===== src/rtl/plbcd_pkg.sv =====
`timescale 1ns / 1ps

package plbcd_pkg;

  localparam int ENTRIES     = 64;
  localparam int IDX_W       = $clog2(ENTRIES);
  localparam int SLOT_W      = 6;
  localparam int BLOCK_BYTES = 512;
  localparam int POS_W       = 48;
  localparam int PIN_W       = 8;
  localparam int STAMP_W     = 64;

  typedef enum logic [1:0] {
    REQ_GET   = 2'd0,
    REQ_REL   = 2'd1,
    REQ_FLUSH = 2'd2,
    REQ_NOP   = 2'd3
  } req_t;

  typedef enum logic [1:0] {
    KIND_DONE  = 2'd0,
    KIND_WB    = 2'd1,
    KIND_FETCH = 2'd2
  } kind_t;

  typedef enum logic [1:0] {
    ST_OK       = 2'd0,
    ST_MISALIGN = 2'd1,
    ST_BUSY     = 2'd2
  } status_t;

  // which result the output register is loaded with
  typedef enum logic [3:0] {
    OUT_MISALIGN,
    OUT_GET_BUSY,
    OUT_NONE_OK,
    OUT_HIT,
    OUT_WB_VICTIM,
    OUT_FETCH,
    OUT_GET_DONE,
    OUT_REL,
    OUT_FL_PEND,
    OUT_FL_FINAL,
    OUT_FL_NONE
  } out_sel_t;

  typedef enum logic [2:0] {
    WR_NONE,
    WR_HIT,
    WR_FETCH,
    WR_REL,
    WR_FLCLR
  } wr_sel_t;

  typedef struct packed {
    logic               dirty;
    logic [PIN_W-1:0]   pins;
    logic [POS_W-1:0]   position;
    logic [STAMP_W-1:0] stamp;
  } entry_t;

  typedef struct packed {
    logic     req_load;
    logic     scan_start;
    logic     scan_run;
    logic     rewind;
    logic     rel_read;
    logic     out_load;
    out_sel_t out_sel;
    wr_sel_t  wr_sel;
    logic     pend_take;
  } cmd_t;

  typedef struct packed {
    req_t req;
    logic misaligned;
    logic ent_valid;
    logic ent_last;
    logic ent_flush_wb;
    logic hit_found;
    logic victim_found;
    logic victim_dirty;
    logic pend;
    logic out_free;
  } stat_t;

endpackage


===== src/rtl/plbcd_ctrl.sv =====
`timescale 1ns / 1ps

module plbcd_ctrl (
  input  logic              clk,
  input  logic              rst,
  input  logic              in_valid,
  output logic              in_ready,
  input  plbcd_pkg::stat_t  stat,
  output plbcd_pkg::cmd_t   cmd
);

  typedef enum logic [3:0] {
    S_IDLE,
    S_DISPATCH,
    S_RESP,
    S_GSCAN,
    S_GDEC,
    S_FETCH,
    S_GDONE,
    S_REL_UPD,
    S_FSCAN,
    S_FEND
  } state_t;

  state_t state;
  state_t state_next;

  assign in_ready = (state == S_IDLE);

  always_comb begin
    state_next     = state;
    cmd            = '0;
    cmd.out_sel    = plbcd_pkg::OUT_NONE_OK;
    cmd.wr_sel     = plbcd_pkg::WR_NONE;
    case (state)
      S_IDLE: begin
        cmd.req_load = in_valid;
        if (in_valid) begin
          state_next = S_DISPATCH;
        end
      end
      S_DISPATCH: begin
        case (stat.req)
          plbcd_pkg::REQ_GET: begin
            if (stat.misaligned) begin
              state_next = S_RESP;
            end else begin
              cmd.scan_start = 1'b1;
              state_next     = S_GSCAN;
            end
          end
          plbcd_pkg::REQ_REL: begin
            cmd.rel_read = 1'b1;
            state_next   = S_REL_UPD;
          end
          plbcd_pkg::REQ_FLUSH: begin
            cmd.scan_start = 1'b1;
            state_next     = S_FSCAN;
          end
          default: begin
            state_next = S_RESP;
          end
        endcase
      end
      S_RESP: begin
        cmd.out_sel = (stat.req == plbcd_pkg::REQ_GET) ? plbcd_pkg::OUT_MISALIGN
                                                        : plbcd_pkg::OUT_NONE_OK;
        if (stat.out_free) begin
          cmd.out_load = 1'b1;
          state_next   = S_IDLE;
        end
      end
      S_GSCAN: begin
        cmd.scan_run = 1'b1;
        if (stat.ent_valid && stat.ent_last) begin
          state_next = S_GDEC;
        end
      end
      S_GDEC: begin
        if (stat.hit_found) begin
          cmd.out_sel = plbcd_pkg::OUT_HIT;
          if (stat.out_free) begin
            cmd.out_load = 1'b1;
            cmd.wr_sel   = plbcd_pkg::WR_HIT;
            state_next   = S_IDLE;
          end
        end else if (!stat.victim_found) begin
          cmd.out_sel = plbcd_pkg::OUT_GET_BUSY;
          if (stat.out_free) begin
            cmd.out_load = 1'b1;
            state_next   = S_IDLE;
          end
        end else if (stat.victim_dirty) begin
          cmd.out_sel = plbcd_pkg::OUT_WB_VICTIM;
          if (stat.out_free) begin
            cmd.out_load = 1'b1;
            state_next   = S_FETCH;
          end
        end else begin
          state_next = S_FETCH;
        end
      end
      S_FETCH: begin
        cmd.out_sel = plbcd_pkg::OUT_FETCH;
        if (stat.out_free) begin
          cmd.out_load = 1'b1;
          cmd.wr_sel   = plbcd_pkg::WR_FETCH;
          state_next   = S_GDONE;
        end
      end
      S_GDONE: begin
        cmd.out_sel = plbcd_pkg::OUT_GET_DONE;
        if (stat.out_free) begin
          cmd.out_load = 1'b1;
          state_next   = S_IDLE;
        end
      end
      S_REL_UPD: begin
        // keep the read address on the slot so the data holds while stalled
        cmd.rel_read = 1'b1;
        cmd.out_sel  = plbcd_pkg::OUT_REL;
        if (stat.out_free) begin
          cmd.out_load = 1'b1;
          cmd.wr_sel   = plbcd_pkg::WR_REL;
          state_next   = S_IDLE;
        end
      end
      S_FSCAN: begin
        cmd.scan_run = 1'b1;
        cmd.out_sel  = plbcd_pkg::OUT_FL_PEND;
        if (stat.ent_valid) begin
          // one write-back is held back so the final one can carry last
          if (stat.ent_flush_wb && stat.pend && !stat.out_free) begin
            cmd.rewind   = 1'b1;
            cmd.scan_run = 1'b0;
          end else begin
            if (stat.ent_flush_wb) begin
              cmd.pend_take = 1'b1;
              cmd.wr_sel    = plbcd_pkg::WR_FLCLR;
              cmd.out_load  = stat.pend;
            end
            if (stat.ent_last) begin
              state_next = S_FEND;
            end
          end
        end
      end
      S_FEND: begin
        cmd.out_sel = stat.pend ? plbcd_pkg::OUT_FL_FINAL : plbcd_pkg::OUT_FL_NONE;
        if (stat.out_free) begin
          cmd.out_load = 1'b1;
          state_next   = S_IDLE;
        end
      end
      default: begin
        state_next = S_IDLE;
      end
    endcase
  end

  always_ff @(posedge clk) begin
    if (rst) begin
      state <= S_IDLE;
    end else begin
      state <= state_next;
    end
  end

endmodule


===== config.mk =====
export PLATFORM = sky130hd
export DESIGN_NAME = plbcd_ctrl
export DESIGN_NICKNAME = d
export VERILOG_FILES = /design/src/rtl/plbcd_pkg.sv /design/src/rtl/plbcd_ctrl.sv
export SDC_FILE = /design/constraint.sdc
export NUM_CORES = 1
export LEC_CHECK = 0
export BUFFER_PORTS_ARGS = -buffer_cell sky130_fd_sc_hd__clkbuf_2
export CAP_MARGIN = 20
export CELL_PAD_IN_SITES_DETAIL_PLACEMENT = 0
export CELL_PAD_IN_SITES_GLOBAL_PLACEMENT = 1
export CORE_MARGIN = 2
export CORE_UTILIZATION = 30
export DETAILED_ROUTE_END_ITERATION = 10
export GPL_TIMING_DRIVEN = 1
export PLACE_DENSITY_LB_ADDON = 0.1
export SLEW_MARGIN = 20
export SYNTH_ARGS = -nofsm -noshare
export SYNTH_HDL_FRONTEND = slang
export SYNTH_SLANG_ARGS = --single-unit

===== constraint.sdc =====
create_clock -name clk -period 1.4 [get_ports clk]
set_input_delay 0.07 -clock clk [delete_from_list [all_inputs] [get_ports clk]]
set_output_delay 0.07 -clock clk [all_outputs]
set_load 0.03 [all_outputs]

# [Yosys cells after proc, flatten, opt, wreduce, memory -nomap -nowiden]
# Cells that the tools add are included.
[totals] output_inout_bits=15 input_bits=14 elab_cells=70 ff_bits=4
[op_classes] n_eq_ne=18 muxes=43 n_reduce_logical=8
[op_table] cell="4-bit 2-to-1 mux" n=14
[op_table] cell="5-bit case mux with 7 select lines" n=1
[op_table] cell="4-bit case mux with 7 select lines" n=1
[op_table] cell="4-bit by 3-bit equality test with 1-bit output (second input constant)" n=4
[op_table] cell="5-bit 2-to-1 mux" n=3
[op_table] cell="1-bit 2-to-1 mux" n=12
[op_table] cell="2-bit 2-to-1 mux" n=6
[op_table] cell="2-bit inequality test (second input constant)" n=6
[op_table] cell="3-bit case mux with 4 select lines" n=1
[op_table] cell="4-bit case mux with 3 select lines" n=1
[op_table] cell="4-bit by 2-bit equality test with 1-bit output (second input constant)" n=2
[op_table] cell="4-bit equality test (second input constant)" n=2
[op_table] cell="7-bit AND reduction" n=1
[op_table] cell="1-bit case mux with 2 select lines" n=3
[op_table] cell="5-bit inequality test (second input constant)" n=1
[op_table] cell="4-bit by 1-bit equality test with 1-bit output (second input constant)" n=1
[op_table] cell="4-bit zero test" n=1
[op_table] cell="4-bit OR reduction" n=1
[op_table] cell="1-bit logical AND" n=3
[op_table] cell="3-bit 2-to-1 mux" n=1
[op_table] cell="2-bit by 1-bit equality test with 1-bit output (second input constant)" n=1
[op_table] cell="2-bit equality test (second input constant)" n=1
[op_table] cell="2-bit zero test" n=1
[op_table] cell="1-bit zero test" n=1

# [Logic depth before layout (Yosys ltp)]
# Gate-level depths: netlist of run 1.
[logic_depth] ltp_word=5 ltp_mapped=6 ltp_nobuf=4

# [Worst setup path before layout of run 1]
# No wires, ideal clock.
[synth_path] kind="register -> output" start="register state[1]" end="output port cmd[12] in the netlist's numbering" arrival_ns=2.268 path_slack_ns=-0.938 path_stages_with_launch=4 path_buffers=1 cell_sequence="dfxtp_1 -> or2_1 -> buf_6 -> a2111oi_0"
[synth_rtl] element="start: declaration" line="plbcd_ctrl.sv:25" source="state_t state;"
[synth_rtl] element="start signal: assignment" line="plbcd_ctrl.sv:165" source="state <= state_next;"
[synth_rtl] element="end: declaration" line="plbcd_ctrl.sv:9" source="output plbcd_pkg::cmd_t cmd"

==> metrics.md, run 1 <==
| Metric | Value |
|---|---|
| Area Overhead vs Synth | `93.3%` |
| Most frequent cells in the layout | `buf_4, clkbuf_2, buf_6, inv_1, nand2_1` |
| Commonest non-fill, non-tap cell in the layout | `buf_4` |
| DIE AREA | `0.00250 mm^2` |
| Post-synthesis sequential area ratio | `0.126` |
| Max Fclk | `658 MHz` |
| Max reg flops | `4` |
| Cell area after technology mapping | `636 um^2` |
| Root Buffer | `clkbuf_4` |
| Max-slew violations | `0` |
| Number of distinct library cells after synthesis | `37` |
| Lkg Pwr | `0.000521 uW` |
| Final HPWL DP | `1.77 mm` |
| Clock Sinks | `4` |
| Share of cells above drive strength 1 | `0.566` |
| Status | `complete, but fails checks` |
| Crit path kind | `reg -> out` |
| DR vias/cell | `5.46` |
| Worst setup margin | `-0.121 ns` |
| First-pass GRT wire length | `3.82 mm` |
| Cell Pwr Density | `1140 mW/mm^2` |
| GP Congestion | `0.808` |
| Failing checks | `negative setup slack` |
| Synth warn | `0` |
| CP top delay family | `simple AND/OR/NAND/NOR gates` |
| Fin crit period | `1.52 ns` |
| TritonCTS clock tree | `yes` |
| Largest net degree at the start of global routing | `13` |
| Reg clk slew, reported paths | `0.05 ns` |
| Die W | `50.0 um` |
| Top reg by flops | `state` |
| Antenna Cells | `0` |
| Fraction of registers with async set/reset | `0` |
| IO Count | `29` |
| Post-layout nets | `159` |
| Row count | `16` |
| Routed WL | `2.48 mm` |
| H-tree levels | `1` |
| WL/cell | `14.6 um` |
| Vias post-DR | `928` |
| GRT overflow | `0` |
| Yosys reg bits | `4` |
| IO buf count | `28` |
| Crit-path slowest cell | `dfxtp_4` |
| Final hold viol count | `0` |
| CTS Buffer Depth | `2` |
| Biggest regs | `state: 4 flops` |
| Cell breakdown of the critical path | `buf_6, nor3_4, nand3_2, nor3b_2, clkbuf_8` |
| Dpl cells | `161` |
| Initial antenna violation count | `0` |
| Post-synth EDFFs | `0` |
| WP data required | `1.33 ns` |
| WP buf/inv | `2` |
| DRC | `0` |
| Hold buffers post-CTS | `0` |
| Critical Path Sink Type | `output port` |
| Crit path max fanout | `6` |
| Post-route ant nets | `0` |
| Primary FF master, synth | `dfxtp_1` |
| Placed Area | `923 um^2` |
| Latest clock arrival within the worst-skew pair | `0.25 ns` |
| Slew @ Worst Pin | `0.274 ns` |
| Final setup viols | `13` |
| Mapped Nets | `107` |
| Hold Crit Class | `in -> reg` |
| Layout Cell Area excl Fill | `0.00123 mm^2` |
| Synth Instances | `93` |
| Clock skew | `0.0105 ns` |
| DRT iter0 DRCs | `29` |
| Unrepaired setup endpoints after global routing | `true` |
| Relative slew margins | `0.816` |
| Max-cap viol count | `0` |
| Vias in the first global route | `877` |
| Mean post-synth cell area | `6.83 um^2` |
| Crit start category | `flop` |
| Clock buffer count from CTS | `3` |
| Die Span Y | `50.0 um` |
| Tcrit/Tclk final | `1.09` |
| GRT Overall Usage | `0.194` |
| Pre-antenna DRT Iters | `4` |
| Finished Layout Cells | `170` |
| Initial core utilization | `0.321` |
| Crit path largest cell delay | `0.37 ns` |
| Core area | `0.00198 mm^2` |
| Max IR drop VDD | `0.669 mV` |
| CP Data Arrival Time | `1.45 ns` |
[what timing repair did]
action	in CTS	in global routing
setup endpoints to repair	18	15
setup buffers	4	2
pin swaps	3	13
endpoints found under the hold margin	0	0
gates cloned	0	0
resized for setup	43	30
[where the power goes]
| part | switching [uW] | internal, uW | total, uW |
|---|---|---|---|
| registers | 45.8 | 142 | 188 |
| logic | 516 | 542 | 1060 |
| clock network | 58.4 | 96.7 | 155 |
| total | 620 | 781 | 1400 |
[cells by family after synthesis]
group                  share of synthesized area
AOI/OAI and AO/OA                          0.411
DFF                                        0.126
and+or+nand+nor                            0.348
buffers and inverters                      0.114
[synth_stat cells, drive strengths merged (2+ instances only)]
library cell  count  share of area
inv               8          0.047
nor2              7          0.041
a22o              2          0.028
o211ai            2          0.024
nand2             9          0.053
a211o             2          0.028
and3b             2          0.028
o31a              2          0.028
o21ai             5          0.039
nand2b            2          0.020
nor3b             2          0.024
nand3             5          0.039
nor3              4          0.039
buf               6          0.061
a32oi             4          0.055
dfxtp             4           0.13
nor2b             5          0.061
a2111oi           2          0.057
a21oi             8          0.063
[metal layers]
layer	GRT usage	share of wire	routed length, um
met5	0	0	0
met4	0.0833	0.015	37
met3	0.00909	0.055	136
met2	0.340	0.50	1240
met1	0.242	0.43	1080
[layout make-up]
cell class	count	area, um^2
clock buffer	3	22.5
fill	176	753
inverter	8	30.0
multi-input combinational	74	584
sequential	4	95.1
tap	27	33.8
timing repair buffer	54	463
[per-stage QoR]
| stage | hold WS (ns) | power, uW | setup TNS [ns] | utilization | setup slack, ns |
|---|---|---|---|---|---|
| 2_1_floorplan | 0.139 | 622 | -0.702 | - | -0.265 |
| 3_3_place_gp | 0.292 | 901 | -0.00667 | 0.466 | -0.00667 |
| 3_5_place_dp | 0.295 | 901 | -0.215 | 0.466 | -0.0571 |
| 4_1_cts | 0.0308 | 1270 | -0.608 | 0.573 | -0.125 |
| 5_1_grt | 0.0558 | 1470 | -1.33 | 0.620 | -0.195 |
| 6_report | 0.0333 | 1400 | -0.822 | 0.620 | -0.121 |
[final timing paths]
| kind | depth (start not counted) | endpoint | slack [ns] | from |
|---|---|---|---|---|
| max | 5 | cmd[3] | -0.12 | state[0] |
| max reg2reg | 5 | state[2] | 0.07 | state[0] |
| min | 2 | state[1] | 0.03 | rst |
| min reg2reg | 3 | state[2] | 0.64 | state[2] |
No activity file was read; power rests on OpenSTA's default activity.
==> run 2, diff against run 1 <==
Settings changed: PLACE_DENSITY_LB_ADDON 0.1 to 0.05.
==> run 2 against run 1 <==
  * The flow still finishes with violations (negative setup slack)
  * Worst hold slack improved by 0.020 ns
  * Worst setup slack improved by 0.029 ns
  * Count of clock-buffer cells in the layout unchanged
  * Critical endpoint unchanged
  * Largest power group unchanged
==> metrics.md, run 2 (synthesized netlist as in run 1, its figures left out) <==
| Metric | Value |
|---|---|
| Status | `complete, but fails checks` |
| Failing checks | `negative setup slack` |
| Vias post-DR | `924 (-0.43%)` |
| Internal reg-to-reg setup slack | `0.03 ns (-0.04 ns)` |
| Lkg Pwr | `0.000535 uW (+2.7%)` |
| Die Span Y | `50.0 um (unchanged)` |
| GRT Overall Usage | `0.205 (+0.0109)` |
| Unrepaired setup endpoints after global routing | `true` |
| TritonCTS clock tree | `yes` |
| Post-route ant nets | `0 (unchanged)` |
| Antenna Cells | `0 (unchanged)` |
| Final HPWL DP | `1.77 mm (-0.20%)` |
| Root Buffer | `clkbuf_4` |
| FF-to-FF End | `state[2]` |
| Max reg flops | `4 (unchanged)` |
| Vias in the first global route | `897 (+2.3%)` |
| Most frequent cells in the layout | `buf_4, clkbuf_2, buf_6, nand2_1` |
| DR vias/cell | `5.37 (-1.6%)` |
| Dpl cells | `162 (+0.62%)` |
| Crit start category | `flop` |
| Max Fclk | `671 MHz (+2.0%)` |
| Worst Hold Endpoint | `state[1]` |
| Latest clock arrival within the worst-skew pair | `0.24 ns (about the same)` |
| WL/cell | `14.2 um (-3.1%)` |
| GP Congestion | `0.864 (+6.9%)` |
| Routed WL | `2.44 mm (-2.0%)` |
| Row count | `16 (unchanged)` |
| First-pass GRT wire length | `4.04 mm (+5.8%)` |
| Share of cells above drive strength 1 | `0.607 (+0.0405)` |
| Initial core utilization | `0.321 (unchanged)` |
| R2R cell count | `5 (unchanged)` |
| Max IR drop VDD | `0.542 mV (-19%)` |
| Pwr Total | `1400 uW (+0.11%)` |
| H-tree levels | `1 (unchanged)` |
| Biggest regs | `state: 4 flops` |
| Tcrit/Tclk final | `1.07 (-0.0210)` |
| Reg clk slew, reported paths | `0.04 ns (about the same)` |
| Final hold viol count | `0 (unchanged)` |
| Core area | `0.00198 mm^2 (unchanged)` |
| CP Data Arrival Time | `1.42 ns (-0.03 ns)` |
| DRC | `0 (unchanged)` |
| Reg-to-Reg Start | `state[1]` |
| Hold buffers post-CTS | `0 (unchanged)` |
| Clock buffer count from CTS | `3 (unchanged)` |
| Critical Path Sink Type | `output port` |
| Min-delay src | `rst` |
| Clock skew | `0.00453 ns (-0.00596 ns)` |
| Max-cap viol count | `0 (unchanged)` |
| Commonest non-fill, non-tap cell in the layout | `buf_4` |
| Worst hold slack | `0.0532 ns (+0.0199 ns)` |
| IO buf count | `28 (unchanged)` |
| Area Overhead vs Synth | `98.0%` |
| DIE AREA | `0.00250 mm^2 (unchanged)` |
| IO Count | `29 (unchanged)` |
| Post-layout nets | `161 (+1.3%)` |
| Die W | `50.0 um (unchanged)` |
| WP data required | `1.33 ns (about the same)` |
| DRT iter0 DRCs | `12 (-59%)` |
| Crit path kind | `reg -> out` |
| Max-slew violations | `0 (unchanged)` |
| Clock Sinks | `4 (unchanged)` |
| Final setup viols | `6 (-7)` |
| Pre-antenna DRT Iters | `4 (unchanged)` |
| Largest net degree at the start of global routing | `8 (-5)` |
| Top reg by flops | `state` |
| Worst setup margin | `-0.0913 ns (+0.0294 ns)` |
| Crit path max fanout | `6 (unchanged)` |
| Cell Pwr Density | `1110 mW/mm^2 (-2.3%)` |
| Initial antenna violation count | `0 (unchanged)` |
| Fin crit period | `1.49 ns (-0.0294 ns)` |
| Hold Crit Class | `in -> reg` |
| GRT overflow | `0 (unchanged)` |
| Slew @ Worst Pin | `0.250 ns (-0.0242 ns)` |
| Relative slew margins | `0.833 (+0.0168)` |
| Finished Layout Cells | `172 (+1.2%)` |
| CTS Buffer Depth | `2 (unchanged)` |
| WHS Path Cells | `2 (unchanged)` |
==> run 2: cell types whose count changed in the layout (fill, tap and decap cells not counted), moves of 2 or more <==
cell / delta
nor2_4: +2
buf_4: +3
nor2_1: -2
inv_1: -3
inv_2: +2
==> run 2: final cells by class <==
| type | count | area [um^2] |
|---|---|---|
| clock buffers | 3 | 22.5 |
| fillers | 174 | 723 |
| inverters | 8 | 32.5 |
| multi-input cells | 74 | 618 |
| flip-flops and latches | 4 | 95.1 |
| well taps | 27 | 33.8 |
| repair buffers | 56 | 457 |
==> run 2: worst max-delay path by stage <==
stage                  start  endpoint  slack, ns  depth (start not counted)
floorplan           state[0]    cmd[0]      -0.27                          5
global placement    state[0]  state[0]      -0.06                          5
detailed placement  state[0]  state[2]      -0.05                          4
CTS                 state[0]    cmd[0]      -0.09                          5
global route        state[0]    cmd[0]      -0.13                          5
finish              state[0]    cmd[3]      -0.09                          5
==> run 2: stage by stage <==
step | setup TNS (ns) | utilization | area, um^2 | worst slack, ns
floorplan | -0.702 | - | 642 | -0.265
global placement | -0.107 | 0.470 | 931 | -0.0553
detailed placement | -0.197 | 0.470 | 931 | -0.0539
CTS | -0.358 | 0.588 | 1170 | -0.0882
global route | -0.666 | 0.635 | 1260 | -0.135
finish | -0.291 | 0.635 | 1260 | -0.0913
==> run 2: timing repair <==
| action | 4_1_cts | 5_1_grt |
|---|---|---|
| buffers inserted | 6 | 2 |
| pin swaps | 8 | 10 |
| endpoints found under the setup margin | 18 | 17 |
| gates resized for setup | 53 | 31 |
==> run 2: layer usage <==
layer	track usage	vias to the layer above	share of wire
li1	-	457	-
met1	0.267	426	0.45
met2	0.342	28	0.47
met3	0.0182	13	0.039
met4	0.0833	0	0.035
met5	0	-	0
==> run 2: worst max-delay path, stage by stage, from the launching register on <==
cell and delay, ns:
dfxtp_4 0.37, buf_6 0.12, nor3_4 0.18, nand3_2 0.13, nor3b_2 0.21, clkbuf_8 0.18
==> run 2: report_power, final <==
group          internal (uW)  switching (uW)  leakage (uW)
logic                    534             521      0.000485
clock network           96.3            52.2     0.0000138
registers                143            56.2     0.0000356
